`src/nnce_pkg.sv`:
```
// ----------------------------------------------------------------------------
// nnce_pkg: shared types, constants and the pitch ROM builder
// Holds the subtractor result type and the elaboration-time construction of
// the 128-entry equal-tempered pitch table (note 69 = A4 = 440 Hz).
// ----------------------------------------------------------------------------
`timescale 1ns / 1ps

package nnce_pkg;

  // Widths fixed by the transaction fields
  localparam int FREQ_W   = 24;
  localparam int NOTE_W   = 7;
  localparam int CENTS_W  = 8;
  localparam int CLASS_W  = 2;
  localparam int WIN_W    = 7;

  // Tuning class codes
  typedef enum logic [CLASS_W-1:0] {
    CLASS_FLAT  = 2'd0,
    CLASS_TUNE  = 2'd1,
    CLASS_SHARP = 2'd2
  } tune_class_t;

  // Shared subtractor operand width: holds diff * 100 and step << 8
  localparam int SUB_W    = 32;

  // Pitch table geometry and build constants
  localparam int TABLE_DEPTH = 128;
  localparam int A4_NOTE     = 69;
  localparam int A4_HZ       = 440;
  localparam int WORK_FRAC   = 20;
  localparam logic [63:0] ENTRY_MAX = 64'hFF_FFFF;

  typedef logic [TABLE_DEPTH-1:0][FREQ_W-1:0] pitch_rom_t;

  // Result of the shared subtract / compare unit
  typedef struct packed {
    logic [SUB_W-1:0] diff;  // a - b, modulo 2^SUB_W
    logic             ge;    // a >= b, unsigned
  } nnce_sub_res_t;

  // 2^(1/12) in Q2.30: largest x with x^12 below 2.0, found by bisection
  function automatic logic [63:0] semitone_q30();
    logic [63:0] lo;
    logic [63:0] hi;
    logic [63:0] mid;
    logic [63:0] p;
    lo = 64'd1 << 30;
    hi = (64'd1 << 30) + (64'd1 << 27);
    for (int it = 0; it < 40; it++) begin
      mid = (lo + hi) >> 1;
      p   = 64'd1 << 30;
      for (int k = 0; k < 12; k++) begin
        p = (p * mid) >> 30;
      end
      if (p >= (64'd1 << 31)) begin
        hi = mid;
      end else begin
        lo = mid;
      end
    end
    return lo;
  endfunction

  // Restoring long division, elaboration only (divisor stays below 2^62)
  function automatic logic [63:0] div_u64(logic [63:0] num, logic [63:0] den);
    logic [63:0] q;
    logic [63:0] rem;
    q   = '0;
    rem = '0;
    for (int i = 63; i >= 0; i--) begin
      rem = {rem[62:0], num[i]};
      if (rem >= den) begin
        rem  = rem - den;
        q[i] = 1'b1;
      end
    end
    return q;
  endfunction

  // Round a Q.20 value to the table's fraction bits, saturate to 24 bits
  function automatic logic [FREQ_W-1:0] to_entry(logic [63:0] wide, int frac);
    logic [63:0] v;
    int          sh;
    sh = WORK_FRAC - frac;
    v  = (wide + (64'd1 << (sh - 1))) >> sh;
    return (v > ENTRY_MAX) ? FREQ_W'(ENTRY_MAX) : v[FREQ_W-1:0];
  endfunction

  // Step up and down from A4 by one half step per entry
  function automatic pitch_rom_t build_rom(int frac);
    pitch_rom_t  rom;
    logic [63:0] r;
    logic [63:0] v;
    r = semitone_q30();
    v = 64'(A4_HZ) << WORK_FRAC;
    rom[A4_NOTE] = to_entry(v, frac);
    for (int n = A4_NOTE + 1; n < TABLE_DEPTH; n++) begin
      v = (v * r + (64'd1 << 29)) >> 30;
      rom[n] = to_entry(v, frac);
    end
    v = 64'(A4_HZ) << WORK_FRAC;
    for (int n = A4_NOTE - 1; n >= 0; n--) begin
      v = div_u64((v << 30) + (r >> 1), r);
      rom[n] = to_entry(v, frac);
    end
    return rom;
  endfunction

endpackage

```
`src/nnce_sub.sv`:
```
// ----------------------------------------------------------------------------
// nnce_sub: shared subtract / compare unit
// One unsigned subtractor used by the sequencer for the table search
// compares, distance terms, half-step spacing and the serial divide.
// ----------------------------------------------------------------------------
`timescale 1ns / 1ps

module nnce_sub
  import nnce_pkg::*;
(
  input  logic [SUB_W-1:0] op_a,
  input  logic [SUB_W-1:0] op_b,
  output nnce_sub_res_t    res
);

  logic [SUB_W:0] full;

  // Borrow out of the top bit means a < b
  assign full     = {1'b0, op_a} - {1'b0, op_b};
  assign res.diff = full[SUB_W-1:0];
  assign res.ge   = ~full[SUB_W];

endmodule

```
`src/nearest_note_and_cents_error.sv`:
```
// ----------------------------------------------------------------------------
// nearest_note_and_cents_error: equal-tempered note tuner
// Datapath: the table search of up to 7 probes and the 8-step serial divide
//   run on one shared subtractor.
// Transactions: one at a time; the next is taken once the result is in the
//   output register, which waits while an earlier result is not yet taken.
// Reset (rst_n, synchronous): sequencer idle, no result pending, window = 5.
// ----------------------------------------------------------------------------
`timescale 1ns / 1ps

module nearest_note_and_cents_error
  import nnce_pkg::*;
#(
  parameter int NOTE_COUNT         = 128,
  parameter int FREQ_FRACTION_BITS = 10
) (
  input  logic                      clk,
  input  logic                      rst_n,
  // configuration
  input  logic                      cfg_wr_en,
  input  logic [WIN_W-1:0]          cfg_wr_data,
  // input channel
  input  logic                      in_valid,
  output logic                      in_ready,
  input  logic [FREQ_W-1:0]         in_freq_hz,
  // result channel
  output logic                      out_valid,
  input  logic                      out_ready,
  output logic [NOTE_W-1:0]         out_note_index,
  output logic signed [CENTS_W-1:0] out_cents_error,
  output logic [CLASS_W-1:0]        out_tune_class
);

  localparam pitch_rom_t        PitchRom   = build_rom(FREQ_FRACTION_BITS);
  localparam logic [NOTE_W-1:0] TopIdx     = NOTE_W'(NOTE_COUNT - 1);
  localparam int                REM_W      = SUB_W - 1;
  localparam logic [REM_W-1:0]  CentsScale = REM_W'(100);
  localparam logic [7:0]        CentsSat   = 8'd100;
  localparam logic [WIN_W-1:0]  WinReset   = WIN_W'(5);

  typedef enum logic [3:0] {
    S_IDLE, S_LOW, S_HIGH, S_SRCH, S_DLO, S_DHI, S_PICK,
    S_PITCH, S_DIFF, S_STEPA, S_STEPB, S_CHK, S_DIV, S_FIN
  } state_t;

  state_t                     state_r;
  logic [WIN_W-1:0]           win_r;
  logic [FREQ_W-1:0]          f_r;
  logic [NOTE_W-1:0]          lo_r;
  logic [NOTE_W-1:0]          hi_r;
  logic [NOTE_W-1:0]          note_r;
  logic                       flat_r;
  logic [FREQ_W-1:0]          diff_r;
  logic [FREQ_W-1:0]          step_r;
  logic [FREQ_W-1:0]          pa_r;
  logic [REM_W-1:0]           rem_r;
  logic [7:0]                 q_r;
  logic [2:0]                 cnt_r;
  logic                       out_valid_r;
  logic [NOTE_W-1:0]          out_note_r;
  logic signed [CENTS_W-1:0]  out_cents_r;
  logic [CLASS_W-1:0]         out_class_r;

  logic [NOTE_W-1:0]          rd_addr;
  logic [FREQ_W-1:0]          rd_data;
  logic [NOTE_W-1:0]          mid;
  logic [NOTE_W-1:0]          span;
  logic [NOTE_W-1:0]          nb_lo;
  logic [NOTE_W-1:0]          nb_hi;
  logic [SUB_W-1:0]           sub_a;
  logic [SUB_W-1:0]           sub_b;
  nnce_sub_res_t              sub_res;
  logic [6:0]                 mag;

  // Search bookkeeping
  assign mid  = NOTE_W'(({1'b0, lo_r} + {1'b0, hi_r}) >> 1);
  assign span = hi_r - lo_r;

  // Half-step neighbors, clamped at both ends of the table
  always_comb begin
    if (flat_r) begin
      nb_hi = (note_r == '0) ? NOTE_W'(1) : note_r;
      nb_lo = nb_hi - NOTE_W'(1);
    end else begin
      nb_lo = (note_r == TopIdx) ? (TopIdx - NOTE_W'(1)) : note_r;
      nb_hi = nb_lo + NOTE_W'(1);
    end
  end

  // Single ROM read port
  always_comb begin
    unique case (state_r)
      S_HIGH:          rd_addr = TopIdx;
      S_SRCH:          rd_addr = mid;
      S_DLO:           rd_addr = lo_r;
      S_DHI:           rd_addr = hi_r;
      S_PITCH, S_DIFF: rd_addr = note_r;
      S_STEPA:         rd_addr = nb_lo;
      S_STEPB:         rd_addr = nb_hi;
      default:         rd_addr = '0;
    endcase
  end

  assign rd_data = PitchRom[rd_addr];

  // Operand select for the shared subtractor
  always_comb begin
    unique case (state_r)
      S_LOW, S_DHI, S_PITCH: begin
        sub_a = SUB_W'(rd_data);
        sub_b = SUB_W'(f_r);
      end
      S_HIGH, S_SRCH, S_DLO, S_DIFF: begin
        sub_a = SUB_W'(f_r);
        sub_b = SUB_W'(rd_data);
      end
      S_PICK: begin
        sub_a = SUB_W'(step_r);
        sub_b = SUB_W'(diff_r);
      end
      S_STEPB: begin
        sub_a = SUB_W'(rd_data);
        sub_b = SUB_W'(pa_r);
      end
      S_CHK: begin
        sub_a = SUB_W'(rem_r);
        sub_b = {step_r, 8'h00};
      end
      S_DIV: begin
        sub_a = SUB_W'(rem_r);
        sub_b = SUB_W'(step_r) << cnt_r;
      end
      default: begin
        sub_a = '0;
        sub_b = '0;
      end
    endcase
  end

  nnce_sub u_sub (
    .op_a (sub_a),
    .op_b (sub_b),
    .res  (sub_res)
  );

  // Saturated magnitude for the final result
  assign mag = (q_r > CentsSat) ? CentsSat[6:0] : q_r[6:0];

  // Sequencer, window register and output register
  always_ff @(posedge clk) begin
    if (!rst_n) begin
      state_r     <= S_IDLE;
      out_valid_r <= 1'b0;
      win_r       <= WinReset;
    end else begin
      if (cfg_wr_en) begin
        win_r <= cfg_wr_data;
      end
      // the final state reloads the output register itself
      if (out_valid_r && out_ready && (state_r != S_FIN)) begin
        out_valid_r <= 1'b0;
      end

      unique case (state_r)
        S_IDLE: begin
          if (in_valid) begin
            f_r     <= in_freq_hz;
            state_r <= S_LOW;
          end
        end
        // at or below the lowest note
        S_LOW: begin
          if (sub_res.ge) begin
            note_r  <= '0;
            state_r <= S_PITCH;
          end else begin
            state_r <= S_HIGH;
          end
        end
        // at or above the top note
        S_HIGH: begin
          if (sub_res.ge) begin
            note_r  <= TopIdx;
            state_r <= S_PITCH;
          end else begin
            lo_r    <= '0;
            hi_r    <= TopIdx;
            state_r <= S_SRCH;
          end
        end
        // binary search: one probe per cycle
        S_SRCH: begin
          if (span > NOTE_W'(1)) begin
            if (sub_res.ge) begin
              lo_r <= mid;
            end else begin
              hi_r <= mid;
            end
          end else begin
            state_r <= S_DLO;
          end
        end
        S_DLO: begin
          diff_r  <= sub_res.diff[FREQ_W-1:0];
          state_r <= S_DHI;
        end
        S_DHI: begin
          step_r  <= sub_res.diff[FREQ_W-1:0];
          state_r <= S_PICK;
        end
        // ties go to the lower note
        S_PICK: begin
          note_r  <= sub_res.ge ? lo_r : hi_r;
          state_r <= S_PITCH;
        end
        S_PITCH: begin
          flat_r <= sub_res.ge;
          if (sub_res.ge) begin
            diff_r  <= sub_res.diff[FREQ_W-1:0];
            state_r <= S_STEPA;
          end else begin
            state_r <= S_DIFF;
          end
        end
        S_DIFF: begin
          diff_r  <= sub_res.diff[FREQ_W-1:0];
          state_r <= S_STEPA;
        end
        S_STEPA: begin
          pa_r    <= rd_data;
          rem_r   <= REM_W'(diff_r) * CentsScale;
          state_r <= S_STEPB;
        end
        S_STEPB: begin
          step_r  <= sub_res.diff[FREQ_W-1:0];
          state_r <= S_CHK;
        end
        // zero spacing or quotient of 256 and more saturates early
        S_CHK: begin
          if (step_r == '0) begin
            q_r     <= (diff_r == '0) ? 8'd0 : CentsSat;
            state_r <= S_FIN;
          end else if (sub_res.ge) begin
            q_r     <= CentsSat;
            state_r <= S_FIN;
          end else begin
            q_r     <= '0;
            cnt_r   <= 3'd7;
            state_r <= S_DIV;
          end
        end
        // restoring divide, one quotient bit per cycle
        S_DIV: begin
          if (sub_res.ge) begin
            rem_r      <= sub_res.diff[REM_W-1:0];
            q_r[cnt_r] <= 1'b1;
          end
          if (cnt_r == 3'd0) begin
            state_r <= S_FIN;
          end else begin
            cnt_r <= cnt_r - 3'd1;
          end
        end
        S_FIN: begin
          if (!out_valid_r || out_ready) begin
            out_valid_r <= 1'b1;
            out_note_r  <= note_r;
            out_cents_r <= flat_r ? -CENTS_W'({1'b0, mag}) : CENTS_W'({1'b0, mag});
            if (mag > win_r) begin
              out_class_r <= flat_r ? CLASS_FLAT : CLASS_SHARP;
            end else begin
              out_class_r <= CLASS_TUNE;
            end
            state_r <= S_IDLE;
          end else begin
            out_valid_r <= out_valid_r;
          end
        end
        default: state_r <= S_IDLE;
      endcase
    end
  end

  assign in_ready        = (state_r == S_IDLE);
  assign out_valid       = out_valid_r;
  assign out_note_index  = out_note_r;
  assign out_cents_error = out_cents_r;
  assign out_tune_class  = out_class_r;

endmodule
```
`config.mk`:
```
export PLATFORM = sky130hd
export DESIGN_NAME = nearest_note_and_cents_error
export DESIGN_NICKNAME = d
export VERILOG_FILES = /design/src/nnce_pkg.sv /design/src/nnce_sub.sv /design/src/nearest_note_and_cents_error.sv
export SDC_FILE = /design/constraint.sdc
export NUM_CORES = 1
export LEC_CHECK = 0
export ABC_AREA = 1
export BUFFER_PORTS_ARGS = -buffer_cell sky130_fd_sc_hd__buf_2
export CAP_MARGIN = 20
export CORE_UTILIZATION = 49
export CTS_CLUSTER_DIAMETER = 80
export DETAILED_ROUTE_END_ITERATION = 8
export PLACE_DENSITY_LB_ADDON = 0.15
export SETUP_SLACK_MARGIN = 0.3
export SYNTH_ARGS = -nofsm -noshare
export SYNTH_HDL_FRONTEND = slang
export SYNTH_SLANG_ARGS = --single-unit
export TNS_END_PERCENT = 50
```
`constraint.sdc`:
```
create_clock -name clk -period 6.2 [get_ports clk]
set_input_delay 0.93 -clock clk [delete_from_list [all_inputs] [get_ports clk]]
set_output_delay 0.93 -clock clk [all_outputs]
set_load 0.01 [all_outputs]
```
==> flow_summary.ini, run 1 <==
[run_status]
status = completed

[route]
highest_layer = met4
dr.pass1.iters = 6
drc = 0
drt_iter0_drc = 1967
wl_per_cell_um = 20.6
antenna_left = 0
met2_length_um = 27400
wl_met3_um = 4990
drt-met1-wl_um = 27600
num_vias = 17800
routed_wl_um = 62000
routed_via_density = 5.92

[setup_path]
crit_path_max_fanout = 11
max_stage_delay_ns = 0.56
cp.required_ns = 6.38
arrival_ns = 5.93
critPathKind = flip-flop to flip-flop
cpMostUsedCell = nand3_1
cpMaxStageDelayCell = nor4_1
startpoint_type = flip-flop
endpoint_kind = flip-flop

[clock_tree]
cts_tree = yes
cts_root_buf = clkbuf_16
numCtsBuffers = 17
cts_htree_levels = 4
path_clk_slew_ns = 0.07
clock-sinks = 189
insertion_delay_ns = 0.45
clockBufferDepth = 2

[floorplan]
rows = 68
die_area_um2 = 36500
ios = 55
fp.dieW_um = 191
die_h_um = 191
fp.coreArea_um2 = 34900
start_util_pct = 50.2

[grt]
overflow = 0
grt_pass1_wl_um = 94200
grt_pass1_vias = 16600
grt_use_total_pct = 33.8
antenna_found_initial = 0
grt_max_degree = 71

[placed_design]
place_hpwl_um = 48200
pre_cts_ws_ns = 0.385
routabilityCongestion = 0.991
dp_cells = 2942
portBuffers = 54

[yosys]
syn-cell-area_um2 = 17500
syn_area_per_cell_um2 = 7.19
synth.area.top_cells = edfxtp_1, nand2_1, ha_1
yosysMostFrequentCell = nand2_1
syn_inst = 2436
yosys_most_used_dff = edfxtp_1
ys_types = 59
synth-edff-count = 177
synth_async_sr_flop_share_pct = 0
ys_ff_latch = 189
synthTopCellsByCount = nand2_1, nand3_1, inv_1
yosysWarnings = 0
ys_seq_area_share_pct = 31.7
syn_nets = 2646
yosys.area.top_type = edfxtp_1
yosysTopAreaCellShare_pct = 30.3

[sta]
finalCritPeriodShare_pct = 92.7
finalSetupTns_ns = 0
slew_headroom_pct = 40.3
worst-slew-pin-transition_ns = 0.894
maxSlewViolCount = 0
skew_ns = 0.0160
setup_ws_ns = 0.454
rsz0062_at_grt = no
fmax_mhz = 174
hold_viol = 0
period_minus_slack_ns = 5.75
holdWs_ns = 0.468
finalSetupViolCount = 0

[final_layout]
area_growth_pct = 12.5
layout-drive-gt1-share_pct = 12.7
nFillCells = 3380
final_cells = 3002
final_nets = 2744
antenna_cells = 0

[flow_run]
maxCapViolCount = 0

[hold_path]
hp-class = flip-flop to flip-flop
final cells by class:
type / count / area, µm² / area share (%)
multi-input cells: 1849 / 10600 / 54.0
flip-flops and latches: 189 / 5560 / 28.2
inverters: 304 / 1150 / 5.83
repair buffers: 173 / 1240 / 6.31
clock inverters: 14 / 114 / 0.578
clock buffers: 18 / 429 / 2.18
well taps: 455 / 569 / 2.89
flip-flops by register name, summed over array words and instances, names as in the netlist, 8 cells and up:
signal and cells:
diff_r 24, f_r 24, out_cents_error 8, pa_r 24, q_r 8, rem_r 31
step_r 24
repair_timing:
| action | in CTS | in global routing |
|---|---|---|
| setup buffers | 0 | 26 |
| hold buffers | 0 | 0 |
| resized for setup | 0 | 62 |
| endpoints found under the setup margin | 0 | 134 |
critical path, delay by kind of cell, from the launching register on:
kind | cells | cell delay (ns)
AOI/OAI and AO/OA | 5 | 0.53
adders and majority gates | 2 | 0.60
buffers and inverters | 4 | 0.40
DFF | 1 | 0.53
and+or+nand+nor | 19 | 3.42
cells in the final DEF (no fill, tap or decap), types with 10 or more instances in the layout:
cell	instances
xor2_1	27
edfxtp_1	177
a21oi_1	134
nand2_1	643
ha_1	144
dfxtp_1	12
nand3_2	15
nor2_2	17
fa_1	21
inv_1	273
nand3_1	276
o21ai_0	156
buf_4	113
o221ai_1	10
clkbuf_16	18
o21ai_1	10
nand2_2	19
nor3_1	12
xnor2_1	20
nand4_1	28
nor2_1	158
or2_2	10
a221oi_1	34
a22oi_1	11
inv_2	24
buf_2	54
through the flow:
stage                     util (%)  area, µm²
after floorplan                  -      17500
after global placement        53.7      18700
after detailed placement      53.7      18700
after CTS                     55.2      19300
after global routing          56.5      19700
final                         56.5      19700
path summary, 6_finish.rpt:
| check | startpoint | end | slack, ns | cells after the start |
|---|---|---|---|---|
| setup reg to reg | note_r[4] | rem_r[27] | 0.45 | 30 |
| hold / removal | win_r[5] | win_r[5] | 0.47 | 2 |
| setup / recovery | note_r[4] | rem_r[27] | 0.45 | 30 |
| hold reg to reg | win_r[5] | win_r[5] | 0.47 | 2 |
routing by layer:
metal,GRT usage (%),vias up
met5,0,-
met3,4.92,129
met4,11.8,0
met2,53.4,860
met1,47.0,8306
li1,-,8469
cell families (layout without fill, tap and decap cells):
kind of cell    after synthesis  after routing  synth area share (%)
compound gates              418            418                  14.0
xor+xnor                     47             47                  2.35
fa+ha+maj                   174            174                  13.4
buf+inv                     399            509                  8.92
flops                       189            189                  31.7
mux                           5              5                 0.286
simple gates               1204           1205                  29.3
Power of run 1 is not shown: default switching activity piles up to over one toggle a cycle in this logic, so the estimate is an artifact.
==> run 2, diff against run 1 <==
HOLD_SLACK_MARGIN = 0.03   (was unset)
SETUP_SLACK_MARGIN = 0.1   (was 0.3)
clock period = 7.2 ns   (was 6.2 ns; I/O delays follow)
==> run 2 against run 1 <==
Compared with the run above: final cell count decreased by 2.5%; first-iteration DRC count grew 6.7%; wire length fell by 4.7%; largest cell class unchanged; non-clock buffer count shrank 75; register-to-register slack gained 0.26 ns.
==> flow_summary.ini, run 2 (same netlist as run 1, synthesis figures left out) <==
[setup_path]
cp_top_family = simple AND/OR/NAND/NOR gates
max_stage_delay_ns = 0.47
endpoint = rem_r[2]
arrival_ns = 6.62
startpoint_type = flip-flop
reg2regPathDepth = 35
crit_path_max_fanout = 31
r2r_setup_slack_ns = 0.71
crit-reg2reg-capture = rem_r[2]
critPathKind = flip-flop to flip-flop
cpMostUsedCell = nand2_1
cp.required_ns = 7.34
endpoint_kind = flip-flop
path_buf_inv = 6
cpMaxStageDelayCell = fa_1
cp-startpoint = lo_r[0]
reg2reg_from = lo_r[0]
worst-path-stages = 35

[sta]
period_minus_slack_ns = 6.49
slew_headroom_pct = 42.7
rsz0062_at_grt = no
finalSetupTns_ns = 0
skew_ns = 0.0114
worst-slew-pin-transition_ns = 0.857
finalSetupViolCount = 0
fmax_mhz = 154
hold_viol = 0
finalCritPeriodShare_pct = 90.1
holdWs_ns = 0.475
maxSlewViolCount = 0

[clock_tree]
cts_root_buf = clkbuf_16
cts_tree = yes
insertion_delay_ns = 0.45
clockBufferDepth = 2
cts_htree_levels = 4
path_clk_slew_ns = 0.07
hold_buffers = 0
post_cts_buffers = 0
numCtsBuffers = 17
clock-sinks = 189
cts_resized = 0

[final_layout]
final_area_um2 = 18900
largest_reg_flops = 31
antenna_cells = 0
layout-drive-gt1-share_pct = 8.13
post-route-util_pct = 54.2
regMostFlops = rem_r
final_cell_mix = nand2_1, nand3_1, inv_1, edfxtp_1, nor2_1
area_growth_pct = 7.85
final_nets = 2668
mostFrequentLayoutCell = nand2_1

[route]
routed_wl_um = 59100
wl_per_cell_um = 20.2
num_vias = 17500
drt_iter0_drc = 2098
routed_via_density = 5.97
dr.pass1.iters = 7
antenna_left = 0
drc = 0

[floorplan]
start_util_pct = 50.2
ios = 55
fp.coreArea_um2 = 34900
rows = 68
die_area_um2 = 36500
die_h_um = 191
fp.dieW_um = 191

[flow_run]
maxCapViolCount = 0

[grt]
grt_pass1_vias = 16300
grt_use_total_pct = 32.8
grt_pass1_wl_um = 92300
overflow = 0
grt_max_degree = 51
antenna_found_initial = 0

[placed_design]
routabilityCongestion = 0.993
dpl_cell_area_um2 = 18300
portBuffers = 54
place_hpwl_um = 45800

[run_status]
status = completed

[hold_path]
hp-class = flip-flop to flip-flop
[run 2: cell count changes in the layout (fill, tap and decap cells not counted), sizes merged]
cell      before  now
buf          172   98
clkbuf        19   17
clkinv        13   14
clkinvlp       3    1
inv          302  304
nand3        294  293
[run 2: layout make-up]
cell class,instances,area (µm²)
fillers,3429,16000
flip-flops and latches,189,5560
clock buffers,17,425
inverters,304,1140
well taps,455,569
multi-input cells,1848,10500
clock inverters,15,138
repair buffers,98,613
[run 2: worst reg2reg max path, delay by kind of cell, from the launching register on]
kind            cells  cell delay, ns
simple gates       21            2.76
buf+inv             6            0.72
compound gates      3            0.58
fa+ha+maj           5            1.64
flops               1            0.44
[run 2: metal layers]
| layer | vias up | part of all wire, % | wire (µm) | track usage, % |
|---|---|---|---|---|
| met5 | - | 0 | 0 | 0 |
| met4 | 0 | 3.5 | 2080 | 11.7 |
| met3 | 140 | 8.8 | 5210 | 4.33 |
| met2 | 934 | 44 | 25800 | 51.0 |
| met1 | 8087 | 44 | 26000 | 46.5 |
| li1 | 8297 | - | - | - |
[run 2: worst min path at each step]
| stage | from | to | slack, ns | depth (start not counted) |
|---|---|---|---|---|
| 2_1_floorplan | note_r[2] | out_note_index[2] | 0.42 | 0 |
| 3_3_place_gp | win_r[6] | win_r[6] | 0.46 | 2 |
| 3_5_place_dp | win_r[0] | win_r[0] | 0.47 | 2 |
| 4_1_cts | win_r[5] | win_r[5] | 0.48 | 2 |
| 5_1_grt | win_r[5] | win_r[5] | 0.49 | 2 |
| 6_report | win_r[4] | win_r[4] | 0.47 | 2 |
[run 2: per-stage QoR]
step | setup slack, ns | cells
2_1_floorplan | 0.810 | 2436
3_3_place_gp | 0.823 | 2894
3_5_place_dp | 0.726 | 2894
4_1_cts | 0.689 | 2926
5_1_grt | 0.154 | 2926
6_report | 0.713 | 2926
Power of run 2 is left out for the same reason.
